$ cat config.mk
export PLATFORM = sky130hd
export DESIGN_NAME = smbios_ipmi_record_parser
export DESIGN_NICKNAME = d
export VERILOG_FILES = /design/src/design/srp_pkg.sv /design/src/design/srp_fifo.sv /design/src/design/srp_core.sv /design/src/design/smbios_ipmi_record_parser.sv
export SDC_FILE = /design/constraint.sdc
export NUM_CORES = 1
export LEC_CHECK = 0
export BUFFER_PORTS_ARGS = -buffer_cell sky130_fd_sc_hd__buf_4
export CORE_UTILIZATION = 62
export DETAILED_ROUTE_END_ITERATION = 10
export GPL_ROUTABILITY_DRIVEN = 0
export GPL_TIMING_DRIVEN = 0
export PLACE_DENSITY = 0.84
export SYNTH_ARGS = -nofsm -noshare
export SYNTH_HDL_FRONTEND = slang
export SYNTH_SLANG_ARGS = --single-unit
$ cat constraint.sdc
create_clock -name clk -period 11.9 [get_ports clk]
set_input_delay 2.38 -clock clk [delete_from_list [all_inputs] [get_ports clk]]
set_output_delay 2.38 -clock clk [all_outputs]
set_load 0.005 [all_outputs]
$ cat src/design/srp_pkg.sv
// ----------------------------------------------------------------------------
// srp_pkg
// Shared types and constants for the SMBIOS IPMI device record parser.
// ----------------------------------------------------------------------------
package srp_pkg;

    localparam int CFG_INDEX_WIDTH = 2;
    localparam int CFG_DATA_WIDTH  = 16;

    typedef enum logic [CFG_INDEX_WIDTH-1:0] {
        CFG_TABLE_LENGTH     = 2'd0,
        CFG_STRUCTURE_COUNT  = 2'd1,
        CFG_WANTED_INTERFACE = 2'd2
    } cfg_index_t;

    typedef enum logic [1:0] {
        ST_MATCH     = 2'd0,
        ST_OTHER     = 2'd1,
        ST_NOT_FOUND = 2'd2
    } status_t;

    localparam logic [1:0] ASP_MEMORY = 2'd0;
    localparam logic [1:0] ASP_IO     = 2'd1;
    localparam logic [1:0] ASP_SMBUS  = 2'd2;

    localparam logic [7:0] IPMI_RECORD_TYPE = 8'd38;
    localparam logic [7:0] MIN_RECORD_LEN   = 8'h10;
    localparam logic [7:0] LSB_RECORD_LEN   = 8'h12;
    localparam logic [7:0] SSIF_KIND        = 8'h04;
    localparam logic [7:0] HEADER_BYTES     = 8'h04;

    // Formatted-area offsets 4 through 0x10 are captured.
    localparam int FIRST_CAPTURED = 4;
    localparam int CAPTURE_DEPTH  = 13;
    localparam int CAPTURE_IDX_W  = 4;

    localparam logic [1:0] SPC_CODE_1  = 2'd0;
    localparam logic [1:0] SPC_CODE_4  = 2'd1;
    localparam logic [1:0] SPC_CODE_16 = 2'd2;
    localparam logic [1:0] SPC_CODE_KEEP = 2'd3;

    localparam int FIFO_DEPTH = 4;
    localparam int FIFO_PTR_W = 2;
    localparam int FIFO_CNT_W = 3;

    typedef struct packed {
        status_t     status;
        logic [7:0]  interface_kind;
        logic [3:0]  version_major;
        logic [3:0]  version_minor;
        logic [1:0]  address_space;
        logic [63:0] device_address;
        logic [4:0]  reg_stride;
        logic        last_of_run;
    } result_t;

    // Up to two results leave the parser for one table byte.
    typedef struct packed {
        logic [1:0] count;
        result_t    first;
        result_t    second;
    } push_t;

    function automatic result_t not_found_result();
        result_t r;
        r = '0;
        r.status      = ST_NOT_FOUND;
        r.last_of_run = 1'b1;
        return r;
    endfunction

endpackage

$ cat src/design/srp_fifo.sv
// ----------------------------------------------------------------------------
// srp_fifo
// Result queue: takes zero, one or two words per cycle, hands out one when not stalled.
// ----------------------------------------------------------------------------
module srp_fifo
    import srp_pkg::*;
(
    input  logic    clk,
    input  logic    rst_n,
    input  push_t   push,
    output logic    space_ok,
    output logic    result_valid,
    input  logic    result_stall,
    output result_t head
);

    result_t                 mem [FIFO_DEPTH];
    logic [FIFO_PTR_W-1:0]   wr_ptr_reg;
    logic [FIFO_PTR_W-1:0]   wr_ptr_next;
    logic [FIFO_PTR_W-1:0]   rd_ptr_reg;
    logic [FIFO_PTR_W-1:0]   rd_ptr_next;
    logic [FIFO_CNT_W-1:0]   count_reg;
    logic [FIFO_CNT_W-1:0]   count_next;
    logic                    pop;

    assign result_valid = (count_reg != '0);
    assign pop          = result_valid && !result_stall;
    assign head         = mem[rd_ptr_reg];
    // Room for the largest burst from one byte.
    assign space_ok     = (count_reg <= FIFO_CNT_W'(FIFO_DEPTH - 2));

    always_comb
    begin
        wr_ptr_next = wr_ptr_reg + FIFO_PTR_W'(push.count);
        rd_ptr_next = rd_ptr_reg + FIFO_PTR_W'(pop);
        count_next  = count_reg + FIFO_CNT_W'(push.count) - FIFO_CNT_W'(pop);
    end

    always_ff @(posedge clk)
    begin
        if (push.count != 2'd0)
        begin
            mem[wr_ptr_reg] <= push.first;
        end
        if (push.count == 2'd2)
        begin
            mem[wr_ptr_reg + FIFO_PTR_W'(1)] <= push.second;
        end
    end

    always_ff @(posedge clk or negedge rst_n)
    begin
        if (!rst_n)
        begin
            wr_ptr_reg <= '0;
            rd_ptr_reg <= '0;
            count_reg  <= '0;
        end
        else
        begin
            wr_ptr_reg <= wr_ptr_next;
            rd_ptr_reg <= rd_ptr_next;
            count_reg  <= count_next;
        end
    end

endmodule

$ cat src/design/srp_core.sv
// ----------------------------------------------------------------------------
// srp_core
// Input register and per-byte structure tracking; builds record results.
// ----------------------------------------------------------------------------
module srp_core
    import srp_pkg::*;
(
    input  logic        clk,
    input  logic        rst_n,
    input  logic [15:0] table_length,
    input  logic [15:0] structure_count,
    input  logic [7:0]  wanted_interface,
    input  logic        table_valid,
    output logic        table_stall,
    input  logic [7:0]  table_byte,
    input  logic        first_byte,
    input  logic        space_ok,
    output push_t       push
);

    // Input register.
    logic        in_vld_reg;
    logic [7:0]  byte_reg;
    logic        first_reg;
    logic        advance;

    // Parse state.
    logic [15:0] pos_reg,   pos_next;
    logic [16:0] start_reg, start_next;
    logic [15:0] seen_reg,  seen_next;
    logic [7:0]  hk_reg,    hk_next;
    logic [7:0]  hl_reg,    hl_next;
    logic        pz_reg,    pz_next;
    logic        fin_reg,   fin_next;
    logic [4:0]  held_reg,  held_next;
    logic [7:0]  rb_reg [CAPTURE_DEPTH];

    // Working signals.
    logic        restart;
    logic        empty_nf;
    logic [15:0] eff_pos;
    logic [16:0] eff_start;
    logic [15:0] eff_seen;
    logic [7:0]  eff_hk;
    logic [7:0]  eff_hl;
    logic        eff_pz;
    logic        eff_fin;
    logic [4:0]  eff_held;
    logic [15:0] off;
    logic [7:0]  hk_now;
    logic [7:0]  hl_now;
    logic        capture;
    logic [CAPTURE_IDX_W-1:0] cap_idx;
    logic        ended;
    logic        is_record;
    logic [15:0] seen_inc;
    logic [16:0] start_inc;
    logic        more;
    logic        table_done;
    logic [63:0] raw_addr;
    logic        lsb;
    logic [4:0]  rec_spacing;
    result_t     rec;
    result_t     nf;

    assign advance     = in_vld_reg && space_ok;
    assign table_stall = in_vld_reg && !space_ok;

    always_ff @(posedge clk or negedge rst_n)
    begin
        if (!rst_n)
        begin
            in_vld_reg <= 1'b0;
        end
        else if (!table_stall)
        begin
            in_vld_reg <= table_valid;
        end
    end

    always_ff @(posedge clk)
    begin
        if (table_valid && !table_stall)
        begin
            byte_reg  <= table_byte;
            first_reg <= first_byte;
        end
    end

    // A start mark, or a fresh position after reset, begins a new table.
    always_comb
    begin
        restart   = first_reg || (!fin_reg && pos_reg == 16'd0);
        eff_pos   = restart ? 16'd0 : pos_reg;
        eff_start = restart ? 17'd0 : start_reg;
        eff_seen  = restart ? 16'd0 : seen_reg;
        eff_hk    = restart ? 8'd0  : hk_reg;
        eff_hl    = restart ? 8'd0  : hl_reg;
        eff_pz    = restart ? 1'b0  : pz_reg;
        eff_fin   = restart ? 1'b0  : fin_reg;
        eff_held  = restart ? 5'd0  : held_reg;
        empty_nf  = restart && (structure_count == 16'd0
                                || table_length < {8'd0, HEADER_BYTES});
    end

    always_comb
    begin
        off     = eff_pos - eff_start[15:0];
        hk_now  = (off == 16'd0) ? byte_reg : eff_hk;
        hl_now  = (off == 16'd1) ? byte_reg : eff_hl;
        capture = (off >= 16'(FIRST_CAPTURED))
                  && (off < 16'(FIRST_CAPTURED + CAPTURE_DEPTH));
        cap_idx = CAPTURE_IDX_W'(off - 16'(FIRST_CAPTURED));
        // The zero pair must begin at or after start plus length.
        ended   = ({1'b0, off} >= ({9'd0, hl_now} + 17'd1)) && eff_pz
                  && (byte_reg == 8'd0) && (eff_pos < table_length);
        is_record  = ended && (hk_now == IPMI_RECORD_TYPE) && (hl_now >= MIN_RECORD_LEN);
        seen_inc   = eff_seen + 16'd1;
        start_inc  = {1'b0, eff_pos} + 17'd1;
        more       = (seen_inc < structure_count)
                     && (({1'b0, start_inc} + 18'd4) <= {2'd0, table_length});
        table_done = ({1'b0, eff_pos} + 17'd1) >= {1'b0, table_length};
    end

    // Record decode; the ending byte lies past offset 0x10, so the
    // captured bytes are complete without it.
    always_comb
    begin
        raw_addr = {rb_reg[11], rb_reg[10], rb_reg[9], rb_reg[8],
                    rb_reg[7], rb_reg[6], rb_reg[5], rb_reg[4]};
        lsb      = (hl_now >= LSB_RECORD_LEN) ? rb_reg[12][5] : 1'b0;
        unique case (rb_reg[12][7:6])
            SPC_CODE_1:    rec_spacing = 5'd1;
            SPC_CODE_4:    rec_spacing = 5'd4;
            SPC_CODE_16:   rec_spacing = 5'd16;
            SPC_CODE_KEEP: rec_spacing = eff_held;
            default:       rec_spacing = eff_held;
        endcase
        rec = '0;
        rec.status         = (rb_reg[0] == wanted_interface) ? ST_MATCH : ST_OTHER;
        rec.interface_kind = rb_reg[0];
        rec.version_major  = rb_reg[1][7:4];
        rec.version_minor  = rb_reg[1][3:0];
        rec.last_of_run    = 1'b1;
        if (rb_reg[0] == SSIF_KIND)
        begin
            rec.address_space  = ASP_SMBUS;
            rec.device_address = {57'd0, rb_reg[2][7:1]};
            rec.reg_stride     = 5'd1;
        end
        else
        begin
            rec.address_space  = raw_addr[0] ? ASP_IO : ASP_MEMORY;
            rec.device_address = {raw_addr[63:1], lsb};
            rec.reg_stride     = rec_spacing;
        end
        nf = not_found_result();
    end

    always_comb
    begin
        pos_next   = pos_reg;
        start_next = start_reg;
        seen_next  = seen_reg;
        hk_next    = hk_reg;
        hl_next    = hl_reg;
        pz_next    = pz_reg;
        fin_next   = fin_reg;
        held_next  = held_reg;
        push       = '0;
        if (advance)
        begin
            pos_next   = eff_pos;
            start_next = eff_start;
            seen_next  = eff_seen;
            hk_next    = eff_hk;
            hl_next    = eff_hl;
            pz_next    = eff_pz;
            fin_next   = eff_fin;
            held_next  = eff_held;
            if (empty_nf)
            begin
                push.count = 2'd1;
                push.first = nf;
                fin_next   = 1'b1;
            end
            else if (!eff_fin)
            begin
                hk_next  = hk_now;
                hl_next  = hl_now;
                pz_next  = (byte_reg == 8'd0);
                pos_next = eff_pos + 16'd1;
                if (ended)
                begin
                    if (is_record)
                    begin
                        held_next  = rec.reg_stride;
                        push.count = 2'd1;
                        push.first = rec;
                    end
                    if (is_record && rec.status == ST_MATCH)
                    begin
                        fin_next = 1'b1;
                    end
                    else
                    begin
                        seen_next  = seen_inc;
                        start_next = start_inc;
                        hk_next    = 8'd0;
                        hl_next    = 8'd0;
                        pz_next    = 1'b0;
                        if (!more)
                        begin
                            fin_next = 1'b1;
                            if (is_record)
                            begin
                                // Record and not-found leave together.
                                push.count             = 2'd2;
                                push.first.last_of_run = 1'b0;
                                push.second            = nf;
                            end
                            else
                            begin
                                push.count = 2'd1;
                                push.first = nf;
                            end
                        end
                    end
                end
                else if (table_done)
                begin
                    push.count = 2'd1;
                    push.first = nf;
                    fin_next   = 1'b1;
                end
            end
        end
    end

    always_ff @(posedge clk)
    begin
        if (advance && !empty_nf && !eff_fin && capture)
        begin
            rb_reg[cap_idx] <= byte_reg;
        end
    end

    always_ff @(posedge clk or negedge rst_n)
    begin
        if (!rst_n)
        begin
            pos_reg   <= '0;
            start_reg <= '0;
            seen_reg  <= '0;
            hk_reg    <= '0;
            hl_reg    <= '0;
            pz_reg    <= 1'b0;
            fin_reg   <= 1'b0;
            held_reg  <= '0;
        end
        else
        begin
            pos_reg   <= pos_next;
            start_reg <= start_next;
            seen_reg  <= seen_next;
            hk_reg    <= hk_next;
            hl_reg    <= hl_next;
            pz_reg    <= pz_next;
            fin_reg   <= fin_next;
            held_reg  <= held_next;
        end
    end

endmodule

$ cat src/design/smbios_ipmi_record_parser.sv
// ----------------------------------------------------------------------------
// smbios_ipmi_record_parser
// Scans an SMBIOS structure table byte by byte and reports IPMI device
// records (type 38) and the end of the search.
// ----------------------------------------------------------------------------
// Each accepted table byte is registered, then its results enter the queue.
// Throughput: one table byte per cycle unless table_stall is high; a byte that
// ends the search after a non-matching record gives two results, which the
// four-word queue absorbs; the output gives one word per unstalled cycle.
// Reset clears the configuration registers, the parse state and the queue;
// the first byte after reset starts a table even without its start mark.
// ----------------------------------------------------------------------------
module smbios_ipmi_record_parser
    import srp_pkg::*;
(
    input  logic                       clk,
    input  logic                       rst_n,
    input  logic                       cfg_write,
    input  logic [CFG_INDEX_WIDTH-1:0] cfg_index,
    input  logic [CFG_DATA_WIDTH-1:0]  cfg_data,
    input  logic                       table_valid,
    output logic                       table_stall,
    input  logic [7:0]                 table_byte,
    input  logic                       first_byte,
    output logic                       result_valid,
    input  logic                       result_stall,
    output logic [1:0]                 status,
    output logic [7:0]                 interface_kind,
    output logic [3:0]                 version_major,
    output logic [3:0]                 version_minor,
    output logic [1:0]                 address_space,
    output logic [63:0]                device_address,
    output logic [4:0]                 reg_stride,
    output logic                       last_of_run
);

    logic [15:0] table_length_reg;
    logic [15:0] structure_count_reg;
    logic [7:0]  wanted_interface_reg;
    logic        space_ok;
    push_t       push;
    result_t     head;

    always_ff @(posedge clk or negedge rst_n)
    begin
        if (!rst_n)
        begin
            table_length_reg     <= '0;
            structure_count_reg  <= '0;
            wanted_interface_reg <= '0;
        end
        else if (cfg_write)
        begin
            unique case (cfg_index_t'(cfg_index))
                CFG_TABLE_LENGTH:     table_length_reg     <= cfg_data;
                CFG_STRUCTURE_COUNT:  structure_count_reg  <= cfg_data;
                CFG_WANTED_INTERFACE: wanted_interface_reg <= cfg_data[7:0];
                default:              ;
            endcase
        end
    end

    srp_core u_core (
        .clk              (clk),
        .rst_n            (rst_n),
        .table_length     (table_length_reg),
        .structure_count  (structure_count_reg),
        .wanted_interface (wanted_interface_reg),
        .table_valid      (table_valid),
        .table_stall      (table_stall),
        .table_byte       (table_byte),
        .first_byte       (first_byte),
        .space_ok         (space_ok),
        .push             (push)
    );

    srp_fifo u_fifo (
        .clk          (clk),
        .rst_n        (rst_n),
        .push         (push),
        .space_ok     (space_ok),
        .result_valid (result_valid),
        .result_stall (result_stall),
        .head         (head)
    );

    assign status         = head.status;
    assign interface_kind = head.interface_kind;
    assign version_major  = head.version_major;
    assign version_minor  = head.version_minor;
    assign address_space  = head.address_space;
    assign device_address = head.device_address;
    assign reg_stride     = head.reg_stride;
    assign last_of_run    = head.last_of_run;

endmodule

==> results of run 1 <==
==> area by class of cell <==
class | count | area (um^2)
timing repair buffer | 128 | 985
inverter | 74 | 280
tap | 532 | 666
sequential | 578 | 13200
clock inverter | 18 | 221
clock buffer | 88 | 1740
buffer | 128 | 653
fill | 2717 | 11400
multi-input combinational | 1410 | 11900
==> cells in the mapped netlist (all sizes together) (27+ instances only) <==
cell type / n / area (um^2)
dfrtp: 119 / 2980
nand3: 34 / 170
xor2: 29 / 254
o21ai: 97 / 516
xnor2: 37 / 324
inv: 73 / 277
nor2: 78 / 295
edfxtp: 107 / 3210
ha: 93 / 1160
buf: 72 / 437
clkbuf: 57 / 214
a21o: 28 / 210
dfxtp: 352 / 7050
a22o: 340 / 2980
nor3: 27 / 165
a21oi: 45 / 248
nand2: 170 / 641
mux4: 90 / 2030
==> metal layers <==
metal	track usage, %	routed length (um)
met1	41.9	27300
met2	55.8	34600
met3	5.29	5520
met4	15.9	3290
met5	0	13
==> report_power, final <==
| part | leakage, nW | internal (W) | switching, W |
|---|---|---|---|
| clock | 0.969 | 0.00108 | 0.000783 |
| sequential | 5.37 | 0.00209 | 0.000112 |
| combinational | 5.96 | 0.000385 | 0.000652 |
| total | 12.3 | 0.00355 | 0.00155 |
==> per-stage QoR <==
stage	std cells	TNS, ns	area (um^2)
CTS	2956	0	29600
finish	2956	0	29700
global route	2956	0	29700
detailed placement	2847	-173.71	27600
floorplan	2191	0	26000
global placement	2846	-134.32	27600
==> cells by family after synthesis <==
logic type               after synthesis  synth area share (%)
adder cells (fa/ha/maj)               96                  4.66
buffers and inverters                203                  3.58
XOR/XNOR                              66                  2.22
AND/OR/NAND/NOR                      474                  9.52
multiplexers                         130                  9.45
flip-flops                           578                  50.9
AO/OA/AOI/OAI                        644                  19.7
==> worst max path at each step <==
stage | to | slack, ns | from | depth (start not counted)
final | u_fifo.mem[0][0]$_DFFE_PP_ | 0.59 | u_core.first_reg$_DFFE_PP_ | 43
after global routing | u_fifo.mem[3][23]$_SDFFE_PP0P_ | 0.03 | u_core.first_reg$_DFFE_PP_ | 43
after CTS | u_fifo.mem[0][0]$_DFFE_PP_ | 0.36 | u_core.first_reg$_DFFE_PP_ | 43
after detailed placement | u_fifo.mem[1][89]$_DFFE_PP_ | -0.90 | u_core.first_reg$_DFFE_PP_ | 42
after global placement | u_fifo.mem[3][89]$_DFFE_PP_ | -0.81 | u_core.first_reg$_DFFE_PP_ | 41
after floorplan | u_fifo.mem[3][0]$_DFFE_PP_ | 2.59 | u_core.fin_reg$_DFFE_PN0P_ | 44
==> critical path, delay by kind of cell (launching register included) <==
kind | cells | cell delay [ns]
DFF | 1 | 0.44
buffers and inverters | 14 | 3.34
xor gates and xnor gates | 1 | 0.19
and+or+nand+nor | 10 | 2.77
adders and majority gates | 4 | 1.11
AOI/OAI and AO/OA | 14 | 3.17
==> timing repair <==
item	CTS	global route
setup endpoints to repair	352	351
cloned	0	0
setup buffers	4	0
resized for setup	3	10
pin swaps	2	0
==> key figures, run 1 <==
Outcome
  – Status: finished with violations
  – Failing checks: design-rule violations

Clock network
  – CTS Buf Count: 56
  – Root buf cell: clkbuf_16
  – Cts hold-fix bufs: 0
  – CTS tree: built
  – Longest Clk Path Bufs: 3
  – Clk_lat worst skew: approximately 0.64 ns
  – Clk pin slew, worst setup/hold paths: 0.06 ns
  – Clock sinks: 578
  – Max H-tree Level: 2

Power and ir drop
  – Total power draw: approximately 0.0051 W
  – PwrDens: 172 mW/mm^2
  – Pleak: 12.3 nW
  – Worst vdd ir: 0.000124 V

Layout
  – Max reg flops: 360
  – Final core utilization: 72.2%
  – Share of layout cells above drive strength 1: between 10% and 20%
  – Diode count: 0
  – Final nets: 2503
  – Commonest non-fill, non-tap cell in the layout: dfxtp_1
  – Most frequent cells in the layout: dfxtp_1, a22o_1, nand2_1
  – Area delta synth->final: 14.0%

STA
  – Period utilization: 95.1%
  – Setup Viol. Count Final: 0
  – Clock skew: 0.0465 ns
  – Fin. Hold Viols: 0
  – RSZ-0062 raised after global routing: false
  – Rel. slew slack: 18.0%
  – Hold slack: around 0.45 ns
  – Final worst path period need: between 10 and 15 ns
  – Fmax: 88.4 MHz
  – Setup ws final: 0.586 ns
  – Slew @ Worst Pin: 1.23 ns
  – Pins over their slew limit: 0

Worst setup path
  – Critical path's largest stage delay: 0.45 ns
  – Crit Path Class: reg2reg
  – Setup crit start kind: flop
  – Critical Path AT: 11.68 ns
  – Worst r2r src: u_core.first_reg$_DFFE_PP_
  – CP Max Fanout: 19
  – Worst setup EP type: flop
  – Highest-delay cell along the critical path: nor3_1
  – FF-to-FF setup slack: 0.59 ns
  – Critical Path RT: 12.27 ns
  – Reg2Reg Depth: 43
  – Worst reg2reg path endpoint: u_fifo.mem[0][0]$_DFFE_PP_

Routing
  – First-iteration detailed-routing DRC count: between 2k and 2.5k
  – Pre-antenna DRT Iters: 10
  – DRC violations left: 11
  – Vias per cell: ~6.7
  – Routed WL: 70.7 mm
  – Antenna-violating nets left: 0
  – WL per Instance: 23.9 um
  – DR vias: 19.8k

Logic synthesis
  – EDFF count, synth: 107
  – Synth warn: 0
  – Seq/Total Area, Yosys: 50.9%
  – Mapped Area: between 0.02 and 0.03 mm^2
  – Avg Cell Area, Syn: 11.9 um^2
  – Dominant synthesized flop cell: dfxtp_1
  – #FFs+latches synth: 578
  – Net Count, Synth: approximately 2.3k
  – Yosys cell types: 95
  – Instance count of the mapped netlist: 2191
  – Asr flop ratio synth: 20.6%

Worst hold path
  – Sink of the worst hold path: u_fifo.mem[3][1]$_SDFFE_PP0P_
  – Hold Crit Start: u_fifo.mem[3][1]$_SDFFE_PP0P_
  – HP Class: reg2reg
  – Worst Hold Depth: 2

Floorplan
  – Core ar.: 0.0411 mm^2
  – Initial Util: a little over three fifths
  – Die ar.: 0.0428 mm^2
  – Num ports: ~120
  – Die Ht: 207 um
  – Std-Cell Rows: 74
  – Die X: ~210 um

GRT
  – Overall routing resource usage: 33.2%
  – Vias in the first global route: 19.9k
  – Largest net degree at the start of global routing: 72
  – Global-route wire length before repair: 110 mm
  – Global route total overflow: 0
  – Initial antenna violation count: 1

Flow run
  – Max-cap violations: 0

Placed design
  – Post-DP HPWL: 47.7 mm
  – Place WS: -0.900 ns
  – Buffers on Ports: around 120
Power figures use the tool's default switching activity.
==> run 2, diff against run 1 <==
BUFFER_PORTS_ARGS = default   (was -buffer_cell sky130_fd_sc_hd__buf_4)
CORE_UTILIZATION = 64   (was 62)
DONT_BUFFER_PORTS = 1   (was default)
==> run 2 against run 1 <==
  * The flow now finishes without violations
  * Design area fell by 3.9%
  * Worst setup slack improved by 0.16 ns
  * Clock power fell by 8%
  * Hold slack improved by 0.0046 ns
  * Count of clock-buffer cells in the layout fell by 5
  * Wire length fell by 0.10%
  * Maximum frequency rose by 1.4%
  * Sequential cell count did not move
  * Total power fell by 3.4%
  * Core utilization fell by 0.74 points
  * Cell count fell by 4.6%
  * Via count fell by 0.50%
==> key figures, run 2 (same netlist as run 1, synthesis figures left out) <==
Outcome
  – Status: finished clean

GRT
  – Vias in the first global route: 19.7k (-1.1%)
  – Grt peak-use layer: met2
  – Initial antenna violation count: 0 (-1)
  – Grt met3 use: 5.53% (+0.24 points)
  – Largest net degree at the start of global routing: 120 (+67%)
  – Global route total overflow: 0 (unchanged)
  – GR met1 Demand/Resource: 44.0% (+2.1 points)
  – Global-route wire length before repair: 111 mm (+0.92%)
  – Met2 usage: 56.0% (+0.19 points)
  – Overall routing resource usage: 34.3% (+1.1 points)

Routing
  – First-iteration detailed-routing DRC count: 2207 (+5.4%)
  – Routed WL: 70.6 mm (-0.10%)
  – DR vias: 19.7k (-0.50%)
  – Vias per cell: 6.97 (+4.3%)
  – DRC violations left: 0 (-11)
  – Pre-antenna DRT Iters: 5 (-5)
  – Antenna-violating nets left: 0 (unchanged)
  – WL per Instance: 25.0 um (+4.7%)

Power and ir drop
  – Sw Ratio: 30.5% (+0.17 points)
  – Flop pwr share: 44.6% (+1.4 points)
  – Cell internal pwr: 0.00342 W (-3.6%)
  – Net Sw Power: 0.00150 W (-2.8%)
  – PwrDens: 173 mW/mm^2 (+0.53%)
  – Clk pwr share: 35.0% (-1.5 points)
  – Pleak: 11.5 nW (-6.3%)
  – Comb power frac: 20.4% (about the same)
  – Total power draw: 0.00492 W (-3.4%)
  – Worst vdd ir: 0.000125 V (+1.1%)

Floorplan
  – Num ports: 124 (unchanged)
  – Core ar.: 0.0399 mm^2 (-2.9%)
  – Initial Util: 65.2% (+1.9 points)
  – Die X: 204 um (-1.6%)
  – Die ar.: 0.0415 mm^2 (-3.1%)
  – Die Ht: 204 um (-1.6%)
  – Std-Cell Rows: 73 (-1.4%)

Worst setup path
  – Crit path top cell by count: clkbuf_1
  – Buf/Inv on CP: 13 (-1)
  – Crit Path Class: reg2reg
  – Worst setup EP type: flop
  – Critical Path RT: 12.40 ns (+0.13 ns)
  – Highest-delay cell along the critical path: nor4b_2
  – CP delay by family, top: compound AO/OA/AOI/OAI gates
  – Critical Path AT: 11.66 ns (-0.02 ns)
  – CP Max Fanout: 19 (unchanged)
  – Critical path's largest stage delay: 0.45 ns (about the same)
  – Setup crit start kind: flop

STA
  – Rel. slew slack: 15.4% (-2.6 points)
  – Clock skew: 0.0347 ns (-0.0118 ns)
  – Setup ws final: 0.742 ns (+0.156 ns)
  – Final worst path period need: 11.16 ns (-0.156 ns)
  – Fin. Hold Viols: 0 (unchanged)
  – Period utilization: 93.8% (-1.3 points)
  – Hold slack: 0.458 ns (+0.00460 ns)
  – Setup Viol. Count Final: 0 (unchanged)
  – RSZ-0062 raised after global routing: false
  – Pins over their slew limit: 0 (unchanged)
  – Fmax: 89.6 MHz (+1.4%)
  – TNS Setup: 0 ns (unchanged)
  – Slew @ Worst Pin: 1.27 ns (+0.0384 ns)

Placed design
  – Post-DP HPWL: 47.3 mm (-0.81%)
  – Post-Place Cells: 2716 (-4.6%)
  – Buffers on Ports: 0 (-100%)
  – Place WS: -1.09 ns (-0.193 ns)

Layout
  – Final nets: 2379 (-5.0%)
  – Diode count: 0 (unchanged)
  – Finished Layout Cells: 2821 (-4.6%)
  – Area delta synth->final: 9.55%
  – Max reg flops: 360 (unchanged)
  – Share of layout cells above drive strength 1: 13.7% (-4.9 points)
  – Most frequent cells in the layout: dfxtp_1, a22o_1, nand2_1
  – Commonest non-fill, non-tap cell in the layout: dfxtp_1

Clock network
  – Cts hold-fix bufs: 0 (unchanged)
  – CTS Buf Count: 55 (-1.8%)
  – Clk pin slew, worst setup/hold paths: 0.06 ns (about the same)
  – Longest Clk Path Bufs: 3 (unchanged)
  – Clk_lat worst skew: 0.62 ns (-0.02 ns)
  – Max H-tree Level: 2 (unchanged)
  – Clock sinks: 578 (unchanged)
  – Root buf cell: clkbuf_16
  – CTS tree: built

Flow run
  – Max-cap violations: 0 (unchanged)

Worst hold path
  – HP Class: reg2reg
## run 2: stage by stage
| stage | util, % | area (um^2) |
|---|---|---|
| global placement | 66.8 | 26700 |
| CTS | 71.4 | 28500 |
| floorplan | - | 26000 |
| global route | 71.4 | 28500 |
| finish | 71.4 | 28500 |
| detailed placement | 66.8 | 26700 |
## run 2: timing repair
| item | 4_1_cts | 5_1_grt |
|---|---|---|
| gates cloned | 0 | 0 |
| gates resized for setup | 3 | 11 |
| buffers inserted | 5 | 0 |
| endpoints found under the setup margin | 378 | 376 |
| pin swaps | 2 | 0 |
## run 2: path summary, 6_finish.rpt
check,startpoint,endpoint,slack (ns),cells after the start
max,u_core.first_reg$_DFFE_PP_,u_fifo.mem[1][32]$_SDFFE_PP0P_,0.74,43
max reg2reg,u_core.first_reg$_DFFE_PP_,u_fifo.mem[1][32]$_SDFFE_PP0P_,0.74,43
max in group asynchronous,rst_n,table_length_reg[4]$_DFFE_PN0P_,10.19,0
min,u_fifo.mem[3][1]$_SDFFE_PP0P_,u_fifo.mem[3][1]$_SDFFE_PP0P_,0.46,2
min reg2reg,u_fifo.mem[3][1]$_SDFFE_PP0P_,u_fifo.mem[3][1]$_SDFFE_PP0P_,0.46,2
min in group asynchronous,rst_n,u_core.hl_reg[2]$_DFFE_PN0P_,1.48,0
## run 2: per-layer routing
layer,part of all wire [%],vias to the layer above
met1,39,9829
li1,-,8487
met2,48,1077
met5,0,-
met4,5.2,0
met3,7.9,261
## run 2: area by class of cell
| cell class | instances | area (um^2) |
|---|---|---|
| fill | 2585 | 11400 |
| timing repair buffer | 5 | 37.5 |
| inverter | 74 | 280 |
| clock inverter | 18 | 179 |
| tap | 525 | 657 |
| clock buffer | 83 | 1580 |
| multi-input combinational | 1410 | 11900 |
| buffer | 128 | 654 |
| sequential | 578 | 13200 |
## run 2: power groups by stage
stage,sequential (W),combinational [W],clock (W)
floorplan,0.00218,0.000728,0
global placement,0.00223,0.000951,0
detailed placement,0.00223,0.000977,0
CTS,0.00219,0.000989,0.00172
global route,0.00220,0.00109,0.00180
finish,0.00220,0.00100,0.00172
## run 2: worst register-to-register path: cells and delay by family, from the launching register on
| kind | cells | cell delay [ns] |
|---|---|---|
| AO/OA/AOI/OAI | 17 | 3.93 |
| XOR/XNOR | 1 | 0.19 |
| adder cells (fa/ha/maj) | 4 | 1.12 |
| buffers and inverters | 13 | 3.04 |
| flip-flops | 1 | 0.41 |
| AND/OR/NAND/NOR | 8 | 2.43 |
